File: config.mk
export PLATFORM = sky130hd
export DESIGN_NAME = i2c_target_bit_engine
export DESIGN_NICKNAME = d
export VERILOG_FILES = /design/src/design/i2cte_pkg.sv /design/src/design/i2cte_core.sv /design/src/design/i2c_target_bit_engine.sv
export SDC_FILE = /design/constraint.sdc
export NUM_CORES = 1
export LEC_CHECK = 0
export BUFFER_PORTS_ARGS = -buffer_cell sky130_fd_sc_hd__buf_2
export CORE_MARGIN = 5
export CORE_UTILIZATION = 30
export CTS_BUF_LIST = sky130_fd_sc_hd__clkbuf_16
export DETAILED_ROUTE_END_ITERATION = 12
export GPL_TIMING_DRIVEN = 0
export SLEW_MARGIN = 20
export SYNTH_ARGS = -nofsm -noshare
export SYNTH_HDL_FRONTEND = slang
export SYNTH_SLANG_ARGS = --single-unit
File: constraint.sdc
create_clock -name clock -period 2.7 [get_ports clock]
set_clock_uncertainty 0.05 [all_clocks]
set_input_delay 0.27 -clock clock [delete_from_list [all_inputs] [get_ports clock]]
set_output_delay 0.27 -clock clock [all_outputs]
set_load 0.02 [all_outputs]
File: src/design/i2cte_pkg.sv
`timescale 1ns / 1ps
// ----------------------------------------------------------------------------
// I2C target bit engine package
// Shared codes, widths and the result record of the I2C target bit engine.
// ----------------------------------------------------------------------------
package i2cte_pkg;

   localparam int unsigned DRIVE_W = 2;
   localparam int unsigned EVENT_W = 3;
   localparam int unsigned BYTE_W  = 8;
   localparam int unsigned COUNT_W = 4;

   localparam logic [DRIVE_W-1:0] DRV_NONE    = 2'd0;
   localparam logic [DRIVE_W-1:0] DRV_RELEASE = 2'd1;
   localparam logic [DRIVE_W-1:0] DRV_LOW     = 2'd2;

   localparam logic [EVENT_W-1:0] EV_NONE    = 3'd0;
   localparam logic [EVENT_W-1:0] EV_START   = 3'd1;
   localparam logic [EVENT_W-1:0] EV_RESTART = 3'd2;
   localparam logic [EVENT_W-1:0] EV_STOP    = 3'd3;
   localparam logic [EVENT_W-1:0] EV_WRITTEN = 3'd4;
   localparam logic [EVENT_W-1:0] EV_REQUEST = 3'd5;

   localparam logic [COUNT_W-1:0] BITS_PER_BYTE = 4'd8;
   localparam logic [COUNT_W-1:0] ACK_BITS      = 4'd1;

   typedef struct packed {
      logic [DRIVE_W-1:0] sda_drive;
      logic [EVENT_W-1:0] bus_event;
      logic [BYTE_W-1:0]  event_byte;
   } result_type;

endpackage

File: src/design/i2cte_core.sv
`timescale 1ns / 1ps
// ----------------------------------------------------------------------------
// I2C target bit engine core
// Holds the line history, bus phase, bit counters and shifters, and computes
// the result of one line sample with short combinational logic.
// ----------------------------------------------------------------------------
module i2cte_core (
   input  logic                                 clock,
   input  logic                                 reset,
   input  logic                                 accept,
   input  logic                                 sda_level,
   input  logic                                 scl_level,
   input  logic                                 target_ack,
   input  logic [i2cte_pkg::BYTE_W-1:0]         target_byte,
   output i2cte_pkg::result_type                result
);

   typedef enum logic [2:0] {
      PH_IDLE,
      PH_RX_ADDR,
      PH_RX_BYTE,
      PH_ACK_RX,
      PH_ACK_TX,
      PH_TX_BYTE,
      PH_RX_ACK
   } phase_type;

   logic                                last_sda_ff, last_sda_in;
   logic                                last_scl_ff, last_scl_in;
   phase_type                           phase_ff, phase_in;
   logic [i2cte_pkg::COUNT_W-1:0]       bits_in_ff, bits_in_in;
   logic [i2cte_pkg::COUNT_W-1:0]       bits_out_ff, bits_out_in;
   logic [i2cte_pkg::BYTE_W-1:0]        shift_in_ff, shift_in_in;
   logic [i2cte_pkg::BYTE_W-1:0]        shift_out_ff, shift_out_in;

   logic                                start_seen;
   logic                                stop_seen;
   logic                                scl_rise;
   logic                                scl_fall;
   logic [i2cte_pkg::COUNT_W-1:0]       bits_in_next;
   logic [i2cte_pkg::COUNT_W-1:0]       bits_out_next;
   logic [i2cte_pkg::BYTE_W-1:0]        shift_in_next;

   assign start_seen    = last_sda_ff && !sda_level && last_scl_ff && scl_level;
   assign stop_seen     = !last_sda_ff && sda_level && last_scl_ff && scl_level;
   assign scl_rise      = !last_scl_ff && scl_level;
   assign scl_fall      = last_scl_ff && !scl_level;
   assign bits_in_next  = bits_in_ff + 4'd1;
   assign bits_out_next = bits_out_ff - 4'd1;
   assign shift_in_next = {shift_in_ff[i2cte_pkg::BYTE_W-2:0], sda_level};

   always_comb begin
      last_sda_in       = sda_level;
      last_scl_in       = scl_level;
      phase_in          = phase_ff;
      bits_in_in        = bits_in_ff;
      bits_out_in       = bits_out_ff;
      shift_in_in       = shift_in_ff;
      shift_out_in      = shift_out_ff;
      result.sda_drive  = i2cte_pkg::DRV_NONE;
      result.bus_event  = i2cte_pkg::EV_NONE;
      result.event_byte = '0;

      priority if (start_seen) begin
         result.bus_event = (phase_ff != PH_IDLE) ? i2cte_pkg::EV_RESTART
                                                  : i2cte_pkg::EV_START;
         phase_in    = PH_RX_ADDR;
         bits_in_in  = '0;
         bits_out_in = '0;
      end else if (stop_seen) begin
         result.bus_event = i2cte_pkg::EV_STOP;
         phase_in         = PH_IDLE;
      end else if (scl_rise) begin
         shift_in_in = shift_in_next;
         bits_in_in  = bits_in_next;
         unique case (phase_ff)
            PH_RX_ADDR, PH_RX_BYTE: begin
               if (bits_in_next == i2cte_pkg::BITS_PER_BYTE) begin
                  bits_in_in        = '0;
                  result.bus_event  = i2cte_pkg::EV_WRITTEN;
                  result.event_byte = shift_in_next;
                  if (!target_ack) begin
                     phase_in = PH_IDLE;
                  end else if (phase_ff == PH_RX_ADDR) begin
                     phase_in = shift_in_next[0] ? PH_ACK_TX : PH_ACK_RX;
                  end else begin
                     phase_in = PH_ACK_RX;
                  end
               end
            end
            PH_RX_ACK, PH_ACK_TX: begin
               if (bits_in_next == i2cte_pkg::ACK_BITS) begin
                  bits_in_in       = '0;
                  phase_in         = PH_TX_BYTE;
                  result.bus_event = i2cte_pkg::EV_REQUEST;
                  shift_out_in     = target_byte;
                  bits_out_in      = i2cte_pkg::BITS_PER_BYTE;
               end
            end
            PH_ACK_RX: begin
               if (bits_in_next == i2cte_pkg::ACK_BITS) begin
                  bits_in_in = '0;
                  phase_in   = PH_RX_BYTE;
               end
            end
            default: begin
            end
         endcase
      end else if (scl_fall) begin
         unique case (phase_ff)
            PH_IDLE, PH_RX_ADDR: begin
               result.sda_drive = i2cte_pkg::DRV_RELEASE;
            end
            PH_ACK_TX, PH_ACK_RX: begin
               result.sda_drive = i2cte_pkg::DRV_LOW;
            end
            PH_TX_BYTE: begin
               result.sda_drive = shift_out_ff[i2cte_pkg::BYTE_W-1]
                                  ? i2cte_pkg::DRV_RELEASE : i2cte_pkg::DRV_LOW;
               shift_out_in = {shift_out_ff[i2cte_pkg::BYTE_W-2:0], 1'b0};
               bits_out_in  = bits_out_next;
               if (bits_out_next == '0) begin
                  phase_in = PH_RX_ACK;
               end
            end
            default: begin
            end
         endcase
      end else begin
      end
   end

   always_ff @(posedge clock) begin
      if (reset) begin
         last_sda_ff  <= 1'b1;
         last_scl_ff  <= 1'b1;
         phase_ff     <= PH_IDLE;
         bits_in_ff   <= '0;
         bits_out_ff  <= '0;
         shift_in_ff  <= '0;
         shift_out_ff <= '0;
      end else if (accept) begin
         last_sda_ff  <= last_sda_in;
         last_scl_ff  <= last_scl_in;
         phase_ff     <= phase_in;
         bits_in_ff   <= bits_in_in;
         bits_out_ff  <= bits_out_in;
         shift_in_ff  <= shift_in_in;
         shift_out_ff <= shift_out_in;
      end
   end

   // A start or restart always leaves the engine receiving an address.
   assert property (@(posedge clock) disable iff (reset)
      accept && (result.bus_event == i2cte_pkg::EV_START ||
                 result.bus_event == i2cte_pkg::EV_RESTART)
      |=> phase_ff == PH_RX_ADDR && bits_in_ff == '0)
      else $error("start did not enter address phase");

   // A stop always returns the engine to idle.
   assert property (@(posedge clock) disable iff (reset)
      accept && result.bus_event == i2cte_pkg::EV_STOP |=> phase_ff == PH_IDLE)
      else $error("stop did not return to idle");

   // SDA is only ever driven on a falling SCL edge.
   assert property (@(posedge clock) disable iff (reset)
      result.sda_drive != i2cte_pkg::DRV_NONE |-> last_scl_ff && !scl_level)
      else $error("SDA drive outside a falling SCL edge");

   // The outgoing bit counter never exceeds one byte.
   assert property (@(posedge clock) disable iff (reset)
      bits_out_ff <= i2cte_pkg::BITS_PER_BYTE)
      else $error("outgoing bit counter overran");

   // Only written-byte events carry a byte.
   assert property (@(posedge clock) disable iff (reset)
      result.event_byte != '0 |-> result.bus_event == i2cte_pkg::EV_WRITTEN)
      else $error("event byte set on a non-write event");

endmodule

File: src/design/i2c_target_bit_engine.sv
`timescale 1ns / 1ps
// ----------------------------------------------------------------------------
// I2C target bit engine
// Bit-level I2C target controller: turns line samples into SDA drive
// commands and bus events.
// ----------------------------------------------------------------------------
// Each request on the req_ channel is one sample of the SDA and SCL lines
// together with the attached targets' acknowledge bit and read byte. Each
// request yields exactly one response on the rsp_ channel: an SDA drive
// command, a bus event and, for written bytes, the received byte.
// The line state is updated in the cycle a request is accepted; the response
// goes to the output register, or to the skid register if the output register
// still waits. While the skid register is empty a new request can be accepted
// every cycle, so the engine follows one sample per clock. When the receiver
// stalls, one further response is parked in the skid register; req_ready then
// falls until it has drained, and requests are never lost or repeated.
// Reset returns the engine to idle with both lines seen high, clears the
// counters and shifters, and empties the output and skid registers.
// ----------------------------------------------------------------------------
module i2c_target_bit_engine (
   input  logic                                 clock,
   input  logic                                 reset,
   input  logic                                 req_valid,
   output logic                                 req_ready,
   input  logic                                 req_sda_level,
   input  logic                                 req_scl_level,
   input  logic                                 req_target_ack,
   input  logic [i2cte_pkg::BYTE_W-1:0]         req_target_byte,
   output logic                                 rsp_valid,
   input  logic                                 rsp_ready,
   output logic [i2cte_pkg::DRIVE_W-1:0]        rsp_sda_drive,
   output logic [i2cte_pkg::EVENT_W-1:0]        rsp_bus_event,
   output logic [i2cte_pkg::BYTE_W-1:0]         rsp_event_byte
);

   logic                    accept;
   logic                    out_take;
   i2cte_pkg::result_type   result;
   i2cte_pkg::result_type   out_ff;
   i2cte_pkg::result_type   skid_ff;
   logic                    out_valid_ff;
   logic                    skid_valid_ff;

   assign req_ready = !skid_valid_ff;
   assign accept    = req_valid && req_ready;
   assign out_take  = out_valid_ff && rsp_ready;

   i2cte_core u_core (
      .clock       (clock),
      .reset       (reset),
      .accept      (accept),
      .sda_level   (req_sda_level),
      .scl_level   (req_scl_level),
      .target_ack  (req_target_ack),
      .target_byte (req_target_byte),
      .result      (result)
   );

   always_ff @(posedge clock) begin
      if (reset) begin
         out_valid_ff  <= 1'b0;
         skid_valid_ff <= 1'b0;
      end else if (skid_valid_ff) begin
         if (out_take) begin
            out_ff        <= skid_ff;
            skid_valid_ff <= 1'b0;
         end
      end else if (accept) begin
         if (!out_valid_ff || out_take) begin
            out_ff       <= result;
            out_valid_ff <= 1'b1;
         end else begin
            skid_ff       <= result;
            skid_valid_ff <= 1'b1;
         end
      end else if (out_take) begin
         out_valid_ff <= 1'b0;
      end
   end

   assign rsp_valid      = out_valid_ff;
   assign rsp_sda_drive  = out_ff.sda_drive;
   assign rsp_bus_event  = out_ff.bus_event;
   assign rsp_event_byte = out_ff.event_byte;

   // The skid register only fills behind a waiting output register.
   assert property (@(posedge clock) disable iff (reset)
      skid_valid_ff |-> out_valid_ff)
      else $error("skid register full while output register empty");

   // A waiting response holds still until it is taken.
   assert property (@(posedge clock) disable iff (reset)
      rsp_valid && !rsp_ready |=> rsp_valid && $stable(out_ff))
      else $error("response changed while stalled");

   // Every accepted request leaves a response waiting.
   assert property (@(posedge clock) disable iff (reset)
      accept |=> rsp_valid)
      else $error("accepted request produced no response");

endmodule

# After elaboration in Yosys (flattened, before gate mapping)

Index checks and enable logic that the tools add are counted.

Register bits after elaboration: 56
Bits in latches: 0
Memory bits (writable): 0
ROM bits: 0
Word-level logic and storage cells: 143
Memories: 0

Add/sub/neg operators: 2
$mul: 0
Divide/modulo/power cells: 0
$lt $le $gt $ge: 0
Eq/ne operators: 19
Shift operators: 0
Mux-type cells: 58
Bitwise gates (word level): 5
Reductions and logical operators: 44

Operators with widths:

| cell                                                   | count |
|---|---|
| two-way mux 8 bit                                      | 8 |
| two-way mux 13 bit                                     | 4 |
| two-way mux 4 bit                                      | 12 |
| two-way mux 3 bit                                      | 15 |
| two-way mux 11 bit                                     | 2 |
| inequality test 5 x 3 -> 1 bit (second input constant) | 3 |
| two-way mux 2 bit                                      | 6 |
| AND reduction 4 bit                                    | 3 |
| nonzero test 2 bit                                     | 6 |
| nonzero test 4 bit                                     | 3 |
| logical AND 1 bit                                      | 10 |
| == test 3 bit (second input constant)                  | 3 |
| case mux 3 bit (3 select lines)                        | 1 |
| nonzero test 3 bit                                     | 3 |
| case mux 4 bit (2 select lines)                        | 1 |
| AND reduction 8 bit                                    | 1 |
| OR reduction 2 bit                                     | 4 |
| two-way mux 1 bit                                      | 7 |
| AND reduction 7 bit                                    | 1 |
| == test 3 x 2 -> 1 bit (second input constant)         | 2 |
| logical NOT 1 bit                                      | 6 |
| inequality test 2 bit (second input constant)          | 3 |
| inequality test 3 x 2 -> 1 bit (second input constant) | 2 |
| inequality test 6 x 4 -> 1 bit (second input constant) | 1 |
| other kinds (15)                                       | 21 |

# Longest topological paths before layout

Gate-level depths: netlist of the first run.

Depth in word-level cells: 10
Mapped depth: 9
Mapped depth without buffers: 9

# Cells and area by module

A second synthesis of the first run with hierarchy kept.

Cells, all modules: 272
Area total of the unflattened synthesis: 2,882.8 sq um

Modules (own cells, without submodules):

| module                | times used | cells an instance | area each (sq um) | seq. area each (sq um) |
|---|---|---|---|---|
| i2cte_core            | 1          | 217               | 1,798.0           | 560.5 |
| i2c_target_bit_engine | 1          | 55                | 1,084.8           | 820.8 |

# Worst setup path after synthesis of the first run

Ideal clock, no wire load.

Path kind: register -> register
From: register skid_valid_ff
To: register skid_ff[0] (netlist bit), enable pin
Arrival time: 2,032 ps
Data required time: 2,228 ps
Setup slack: 196 ps
Stages on the path, launching flop included: 4
Clock period less this slack: 2,504 ps
Cells stage by stage: dfxtp_1 -> clkinv_1 -> nand2_1 -> nor4b_1

Word-level cells in the longest chain between the ends: 3

Ends and longest elaborated chain:

| element                                | RTL line                    | text |
|---|---|---|
| start: declaration                     | i2c_target_bit_engine.sv:42 | `logic skid_valid_ff;` |
| start signal: assignment               | i2c_target_bit_engine.sv:62 | `skid_valid_ff <= 1'b0;` |
| start signal: assignment               | i2c_target_bit_engine.sv:66 | `skid_valid_ff <= 1'b0;` |
| start signal: assignment               | i2c_target_bit_engine.sv:74 | `skid_valid_ff <= 1'b1;` |
| logical NOT 1 bit                      | i2c_target_bit_engine.sv:44 | `assign req_ready = !skid_valid_ff;` |
| logical AND 1 bit                      | i2c_target_bit_engine.sv:45 | `assign accept = req_valid && req_ready;` |
| AND reduction 4 bit (no source line) * | -                           |  |
| end signal: assignment                 | i2c_target_bit_engine.sv:73 | `skid_ff <= result;` |
| end: declaration                       | i2c_target_bit_engine.sv:40 | `i2cte_pkg::result_type skid_ff;` |

Every way passes the cells marked *; elsewhere a longest branch is shown, timed or not.
A chain may end at the register's enable or synchronous reset.

==> metrics.yaml, run 1 <==
critical_path_class: "reg -> reg"
period_share_pct: 88.9
path_buf_inv: 1
power_mw: 1.86
clk_pin_slew_worst_paths_ns: 0.08
h-tree-depth: 2
min_from: "rsp_ready"
clockPowerShare_pct: 37.2
fin_ws_ns: 0.300
period_needed_ns: 2.40
vias: 2151
netlist_instances: 279
cts_tree: "yes"
synth_common_cells: "30 x dfxtp_1, 30 x nand2_1, 26 x a21oi_1, 26 x edfxtp_1"
required_ns: 2.70
ys_warn_count: 0
area_growth_syn_to_layout_pct: 16.5
switchingPower_mw: 0.501
slowest_delay_ns: 0.44
synth_top_cell_area_share_pct: 26.8
drc_errors: 0
overflow: 0
clk_path_buf_depth: 2
drt_first_iter_violations: 94
pwr-share-comb_pct: 13.0
final-setup-viol-count: 0
cts_sinks: 56
antenna_found_initial: 0
worst_setup_path_start_kind: "register"
grt_pass1_wl_mm: 10.1
initial_core_util_pct: 30.3
r2r_cells: 8
hold_class: "in -> reg"
slew_violations: 0
synth_flop_cell: "dfxtp_1"
portBuffers: 27
synth_top_cell_by_area: "edfxtp_1"
cts_buffers: 5
root_buffer: "clkbuf_16"
grt_pass1_vias: 2046
globalplace.congestion: 0.835
critPathTopFamily: "simple AND/OR/NAND/NOR gates"
synth-edff-count: 26
seqPwrFrac_pct: 49.7
yosysUniqueCellTypes: 55
post-place-ws_ns: 0.331
async_reset_ff_share_pct: 0
yosys-top-cells-area: "edfxtp_1 27%, dfxtp_1 21%, mux2_2 7.7%, a21oi_1 4.5%, nand2_1 3.9%"
tns_ns: 0
reg2reg_setup_slack_ns: 0.30
swShare_pct: 26.9
finalWirelength_mm: 5.99
crit_fanout: 10
max-vdd-ir-drop_uv: 282
fp.dieH_um: 109
drt-pass1-iter-count: 4
die_w_um: 109
fin_util_pct: 35.3
syn_nets: 301
ys_seq_area_share_pct: 47.4
grt_usage_pct: 10.8
hold_viol: 0
powerDensity_nw_per_um2: 548
rsz0062_at_grt: "no"
slew-limit-headroom_pct: 52.1
worstMarginPinSlew_ns: 0.716
min_to: "skid_valid_ff"
num_antenna_cells: 0
p_int_mw: 1.36
whs_path_depth: 2
r2r_start: "u_core.bits_in_ff[0]"
rows: 36
coreArea_um2: 9640
status: "finished, final reports clean"
end_kind: "register"
dieArea_um2: 11800
viasPerCell: 4.79
leakagePower_nw: 1.32
critPathArrivalTime_ns: 2.40
drive_gt1_share_pct: 27.5
ant_nets: 0
hold_buffers: 0
netlist_area_um2: 2920
clk_latency_ns: 0.30
worstPathCellList: "ha_1 > or2_1 > o21ai_4 > a31oi_1 > nor3_1 > buf_2 > and3_1 > mux2_2"
ys_seq_elements: 56
grt_max_degree: 21
slowest_stage: "dfxtp_1"
cts_setup_buffers: 0
layout.nets: 337
drv_cap: 0
wl_per_cell_um: 13.3
hpwlAfterDp_mm: 4.38
place_area_um2: 3240
r2r-end: "rsp_event_byte[7]"
io_pins: 30
stdcell_area_um2: 3400
fmax_ghz: 0.417
synth.avg_cell_area_um2: 10.5
cts.repair.resized: 0
## cells by family (layout without fill, tap and decap cells)
group | count (synthesis) | count (layout) | share of synthesized area (%)
AND/OR/NAND/NOR | 97 | 97 | 17.4
AO/OA/AOI/OAI | 58 | 58 | 14.9
flip-flops | 56 | 56 | 47.4
multiplexers | 31 | 31 | 11.5
buffers and inverters | 26 | 63 | 4.38
adder cells (fa/ha/maj) | 7 | 7 | 3.00
XOR/XNOR | 4 | 4 | 1.46
## power by group through the flow
stage	sequential, mW	clock (mW)	combinational [mW]
global placement	0.945	0	0.236
floorplan	0.957	0	0.164
finish	0.926	0.693	0.243
detailed placement	0.946	0	0.242
CTS	0.926	0.712	0.243
global route	0.929	0.742	0.266
## worst max-delay path by stage
stage | start | end | cells past startpoint
6_report | u_core.bits_in_ff[0] | rsp_event_byte[7] | 8
5_1_grt | u_core.bits_in_ff[0] | rsp_event_byte[7] | 8
4_1_cts | u_core.bits_in_ff[0] | rsp_event_byte[7] | 8
3_5_place_dp | u_core.bits_in_ff[0] | rsp_event_byte[7] | 8
3_3_place_gp | skid_valid_ff | skid_ff[4] | 3
2_1_floorplan | skid_valid_ff | skid_ff[0] | 3
## cell type report
type	instances	area, um2
clock inverter	3	28.8
timing repair buffer	29	150
sequential	56	1380
multi-input combinational	197	1420
fill	991	6240
inverter	14	57.6
buffer	12	70.1
tap	133	166
clock buffer	5	125
## cells in the final DEF (no fill, tap or decap), types with 3 or more instances in the layout
cell type | netlist | final
nor2_1 | 20 | 20
nor3_1 | 8 | 8
dfxtp_1 | 30 | 30
o21ai_0 | 7 | 7
o21ai_2 | 4 | 4
ha_1 | 7 | 7
mux2i_1 | 11 | 11
nand3b_1 | 5 | 5
clkbuf_16 | 0 | 5
edfxtp_1 | 26 | 26
mux2_2 | 20 | 20
nand3_1 | 3 | 3
and3_1 | 8 | 8
buf_2 | 2 | 29
buf_6 | 3 | 3
inv_1 | 10 | 10
nand2_1 | 30 | 30
xnor2_1 | 3 | 3
a21oi_1 | 26 | 26
nand2b_1 | 3 | 3
clkbuf_1 | 5 | 5
## metal layers
| layer | wire length [um] | track usage (%) | vias up |
|---|---|---|---|
| met5 | 0 | 0 | - |
| met4 | 54 | 3.25 | 0 |
| met3 | 317 | 2.21 | 4 |
| met2 | 2680 | 17.7 | 49 |
| met1 | 2950 | 14.4 | 1012 |
| li1 | - | - | 1086 |
## state kept, by name, indices dropped and copies added, names as in the netlist
| signal | count |
|---|---|
| rsp_bus_event | 3 |
| rsp_event_byte | 8 |
| rsp_sda_drive | 2 |
| rsp_valid | 1 |
| skid_ff | 13 |
| skid_valid_ff | 1 |
| u_core.bits_in_ff | 4 |
| u_core.bits_out_ff | 4 |
| u_core.last_scl_ff | 1 |
| u_core.last_sda_ff | 1 |
| u_core.phase_ff | 3 |
| u_core.shift_in_ff | 7 |
| u_core.shift_out_ff | 8 |
## per-stage QoR
stage | instances | hold WS [ns]
after detailed placement | 441 | 0.397
after floorplan | 279 | 0.320
after CTS | 449 | 0.145
after global placement | 439 | 0.387
after global routing | 449 | 0.165
final | 449 | 0.155
No activity file was read; power rests on OpenSTA's default activity.
==> run 2, diff against run 1 <==
--- a/config.mk
+++ b/config.mk
@@ -11,6 +11,7 @@
 export CTS_BUF_LIST = sky130_fd_sc_hd__clkbuf_16
 export DETAILED_ROUTE_END_ITERATION = 12
 export GPL_TIMING_DRIVEN = 0
+export PLACE_DENSITY = 0.53
 export SLEW_MARGIN = 20
 export SYNTH_ARGS = -nofsm -noshare
 export SYNTH_HDL_FRONTEND = slang
==> metrics.yaml, run 2 (synthesis results as in run 1) <==
clk_pin_slew_worst_paths_ns: 0.07
antenna_found_initial: 0
clockPowerShare_pct: 35.8
end_kind: "register"
overflow: 0
r2r_start: "u_core.bits_in_ff[0]"
globalplace.congestion: 0.876
ant_nets: 0
period_share_pct: 87.3
slowest_stage: "dfxtp_1"
status: "finished, final reports clean"
tns_ns: 0
hold_viol: 0
worstPathCellList: "ha_1 > or2_1 > o21ai_4 > a31oi_1 > nor3_1 > buf_2 > and3_1 > mux2_2"
slew-limit-headroom_pct: 47.5
viasPerCell: 4.73
drive_gt1_share_pct: 27.5
period_needed_ns: 2.36
initial_core_util_pct: 30.3
die_w_um: 109
critPathArrivalTime_ns: 2.36
dpl.cell_count: 441
largest-register: "skid_ff"
root_buffer: "clkbuf_16"
drt-pass1-iter-count: 4
required_ns: 2.70
fmax_ghz: 0.424
cts_buffers: 5
num_antenna_cells: 0
clk_latency_ns: 0.29
hold_buffers: 0
dieArea_um2: 11800
powerDensity_nw_per_um2: 537
grt_usage_pct: 11.0
whs_path_depth: 2
leakagePower_nw: 1.31
worst_setup_path_start_kind: "register"
grt_pass1_vias: 2089
hpwlAfterDp_mm: 4.55
slowest_delay_ns: 0.44
finalWirelength_mm: 6.13
pwr-share-comb_pct: 13.3
most-common-layout-cells: "30 x nand2_1, 30 x buf_2, 30 x dfxtp_1"
hold_class: "in -> reg"
seqPwrFrac_pct: 50.9
final-setup-viol-count: 0
wl_per_cell_um: 13.6
clk_path_buf_depth: 2
fp.dieH_um: 109
largest_register_ffs: 13
slew_violations: 0
layout.nets: 337
rows: 36
critical_path_class: "reg -> reg"
rsz0062_at_grt: "no"
portBuffers: 27
nFillCells: 1014
area_growth_syn_to_layout_pct: 16.3
reg2reg_setup_slack_ns: 0.34
r2r_cells: 8
cts_sinks: 56
worst_hold_slack_ns: 0.157
cts_tree: "yes"
place_area_um2: 3240
vias: 2125
io_pins: 30
h-tree-depth: 2
cts_setup_buffers: 0
cts.repair.resized: 0
stdcell_area_um2: 3390
instances_no_fill: 449
min_to: "skid_valid_ff"
switchingPower_mw: 0.474
r2r-end: "rsp_event_byte[5]"
crit_fanout: 10
drv_cap: 0
coreArea_um2: 9640
grt_pass1_wl_mm: 10.3
min_from: "rsp_ready"
drt_first_iter_violations: 183
grt_max_degree: 19
worstMarginPinSlew_ns: 0.785
max-vdd-ir-drop_uv: 278
p_int_mw: 1.35
drc_errors: 0
swShare_pct: 26.0
## run 2: metal layers
metal / vias up / part of all wire, % / GRT usage [%]
met5: - / 0 / 0
met3: 6 / 3.7 / 2.27
met1: 991 / 50 / 15.1
met4: 0 / 1.1 / 3.16
li1: 1081 / - / -
met2: 47 / 45 / 17.5
## run 2: per-stage QoR
step	setup WS (ns)	utilization, %	total power [mW]
after floorplan	0.196	-	1.12
after global placement	-0.479	33.4	1.18
after detailed placement	0.358	33.6	1.19
after CTS	0.341	35.2	1.85
after global routing	0.180	35.2	1.91
final	0.343	35.2	1.82
## run 2: worst max-delay path by stage
stage	start	end	slack [ns]	cells past startpoint
finish	u_core.bits_in_ff[0]	rsp_event_byte[5]	0.34	8
global route	u_core.bits_in_ff[0]	rsp_event_byte[6]	0.18	8
CTS	u_core.bits_in_ff[0]	rsp_event_byte[7]	0.34	8
detailed placement	u_core.bits_in_ff[0]	rsp_event_byte[4]	0.36	8
global placement	skid_valid_ff	skid_ff[4]	-0.48	3
floorplan	skid_valid_ff	skid_ff[0]	0.20	3
## run 2: layout make-up
cell class	instances	area, um2	area share, %
plain buffers	12	70.1	2.07
clock buffers	5	125	3.69
clock inverters	3	23.8	0.701
inverters	14	57.6	1.70
multi-input cells	197	1420	41.8
flip-flops and latches	56	1380	40.7
well taps	133	166	4.91
repair buffers	29	148	4.35
## run 2: critical path, delay by kind of cell, from the launching register on
kind	cells	cell delay, ns
buffers and inverters	1	0.20
and+or+nand+nor	3	0.49
DFF	1	0.44
muxes	1	0.26
adders and majority gates	1	0.26
AOI/OAI and AO/OA	2	0.42
## run 2: power by group through the flow
stage	Combinational [mW]	Clock (mW)	Sequential [mW]
5_1_grt	0.269	0.711	0.930
3_3_place_gp	0.239	0	0.945
6_report	0.242	0.653	0.926
2_1_floorplan	0.164	0	0.957
4_1_cts	0.244	0.678	0.926
3_5_place_dp	0.243	0	0.946
==> run 3, diff against run 2 <==
--- a/config.mk
+++ b/config.mk
@@ -10,8 +10,6 @@
 export CORE_UTILIZATION = 30
 export CTS_BUF_LIST = sky130_fd_sc_hd__clkbuf_16
 export DETAILED_ROUTE_END_ITERATION = 12
-export GPL_TIMING_DRIVEN = 0
-export PLACE_DENSITY = 0.53
 export SLEW_MARGIN = 20
 export SYNTH_ARGS = -nofsm -noshare
 export SYNTH_HDL_FRONTEND = slang
==> constraint.sdc (replaced) <==
create_clock -name clock -period 2.3 [get_ports clock]
set_clock_uncertainty 0.05 [all_clocks]
set_input_delay 0.23 -clock clock [delete_from_list [all_inputs] [get_ports clock]]
set_output_delay 0.23 -clock clock [all_outputs]
set_load 0.02 [all_outputs]
==> metrics.yaml, run 3 (synthesis results as in run 1) <==
status: "finished, final reports clean"
instances_no_fill: 448
layout.nets: 336
drc_errors: 0
fin_ws_ns: 0.227
place_area_um2: 3250
leakagePower_nw: 1.33
grt_max_degree: 35
clk_pin_slew_worst_paths_ns: 0.07
cts_tree: "yes"
hold_viol: 0
clk_latency_ns: 0.30
area_growth_syn_to_layout_pct: 16.9
wl_per_cell_um: 12.7
initial_core_util_pct: 30.3
cts_buffers: 5
period_needed_ns: 2.07
worst_setup_path_start_kind: "register"
portBuffers: 29
drt_first_iter_violations: 150
clk_path_buf_depth: 2
fp.dieH_um: 109
grt_pass1_vias: 2084
slowest_delay_ns: 0.50
slowest_stage: "or4_1"
end_kind: "register"
globalplace.congestion: 0.833
finalWirelength_mm: 5.68
num_antenna_cells: 0
tns_ns: 0
final-setup-viol-count: 0
slew_violations: 0
fin_util_pct: 35.4
vias: 2085
worstMarginPinSlew_ns: 0.659
ant_nets: 0
path_buf_inv: 1
h-tree-depth: 2
most-common-layout-cells: "30 x nand2_1, 29 x buf_2, 28 x dfxtp_1"
io_pins: 30
required_ns: 2.48
worst_hold_slack_ns: 0.106
nFillCells: 992
hold_buffers: 0
grt_pass1_wl_mm: 9.85
hold_class: "in -> reg"
largest_register_ffs: 13
drive_gt1_share_pct: 30.5
coreArea_um2: 9640
worstPathCellList: "ha_2 > or2_1 > o21ai_4 > a31oi_1 > nor3_1 > buf_4 > or4_1 > a21oi_1"
powerDensity_nw_per_um2: 635
power_mw: 2.17
crit_fanout: 11
cts_sinks: 56
fmax_ghz: 0.482
slew-limit-headroom_pct: 56.1
dpl.cell_count: 440
critical_path_class: "reg -> reg"
critPathTopFamily: "simple AND/OR/NAND/NOR gates"
die_w_um: 109
drt-pass1-iter-count: 4
root_buffer: "clkbuf_16"
hpwlAfterDp_mm: 4.16
period_share_pct: 90.1
grt_usage_pct: 10.5
post-place-ws_ns: 0.133
largest-register: "skid_ff"
viasPerCell: 4.65
rows: 36
stdcell_area_um2: 3410
drv_cap: 0
max-vdd-ir-drop_uv: 297
critPathArrivalTime_ns: 2.25
rsz0062_at_grt: "no"
dieArea_um2: 11800
final_common_cell: "nand2_1"
overflow: 0
antenna_found_initial: 0
-- run 3: per-layer routing --
metal  GRT usage, %  share of wire (%)  wire [um]
met4           2.98                1.2         67
met3           3.04                6.1        348
met2           17.0                 45       2570
met5              0                  0          0
met1           13.6                 47       2690
-- run 3: path summary, 6_finish.rpt --
path                            slack [ns]                     end  depth (start not counted)                    from
worst max-delay path                  0.23    u_core.bits_in_ff[3]                          8    u_core.bits_in_ff[0]
worst min-delay path                  0.11           skid_valid_ff                          2               rsp_ready
worst max register to register        0.23    u_core.bits_in_ff[3]                          8    u_core.bits_in_ff[0]
worst min register to register        0.40  u_core.shift_out_ff[0]                          2  u_core.shift_out_ff[0]
-- run 3: power breakdown --
| group | internal [mW] | switching [mW] | total [mW] |
|---|---|---|---|
| clock network | 0.420 | 0.378 | 0.798 |
| registers | 1.07 | 0.0280 | 1.10 |
| logic | 0.107 | 0.164 | 0.271 |
-- run 3: area by class of cell --
type	count	area, um2	area share, %
timing repair buffer	40	228	6.68
tap	133	166	4.88
sequential	56	1380	40.6
clock inverter	3	28.8	0.844
multi-input combinational	197	1420	41.7
inverter	14	57.6	1.69
clock buffer	5	125	3.67
-- run 3: worst register-to-register path: stages (launching register included) --
cell	delay, ns
dfxtp_2	0.38
ha_2	0.22
or2_1	0.14
o21ai_4	0.08
a31oi_1	0.22
nor3_1	0.08
buf_4	0.18
or4_1	0.50
a21oi_1	0.14
-- run 3: what timing repair did --
action	4_1_cts	5_1_grt
endpoints found under the setup margin	0	15
hold endpoints to repair	0	0
resized for setup	0	3
buffers inserted	0	0
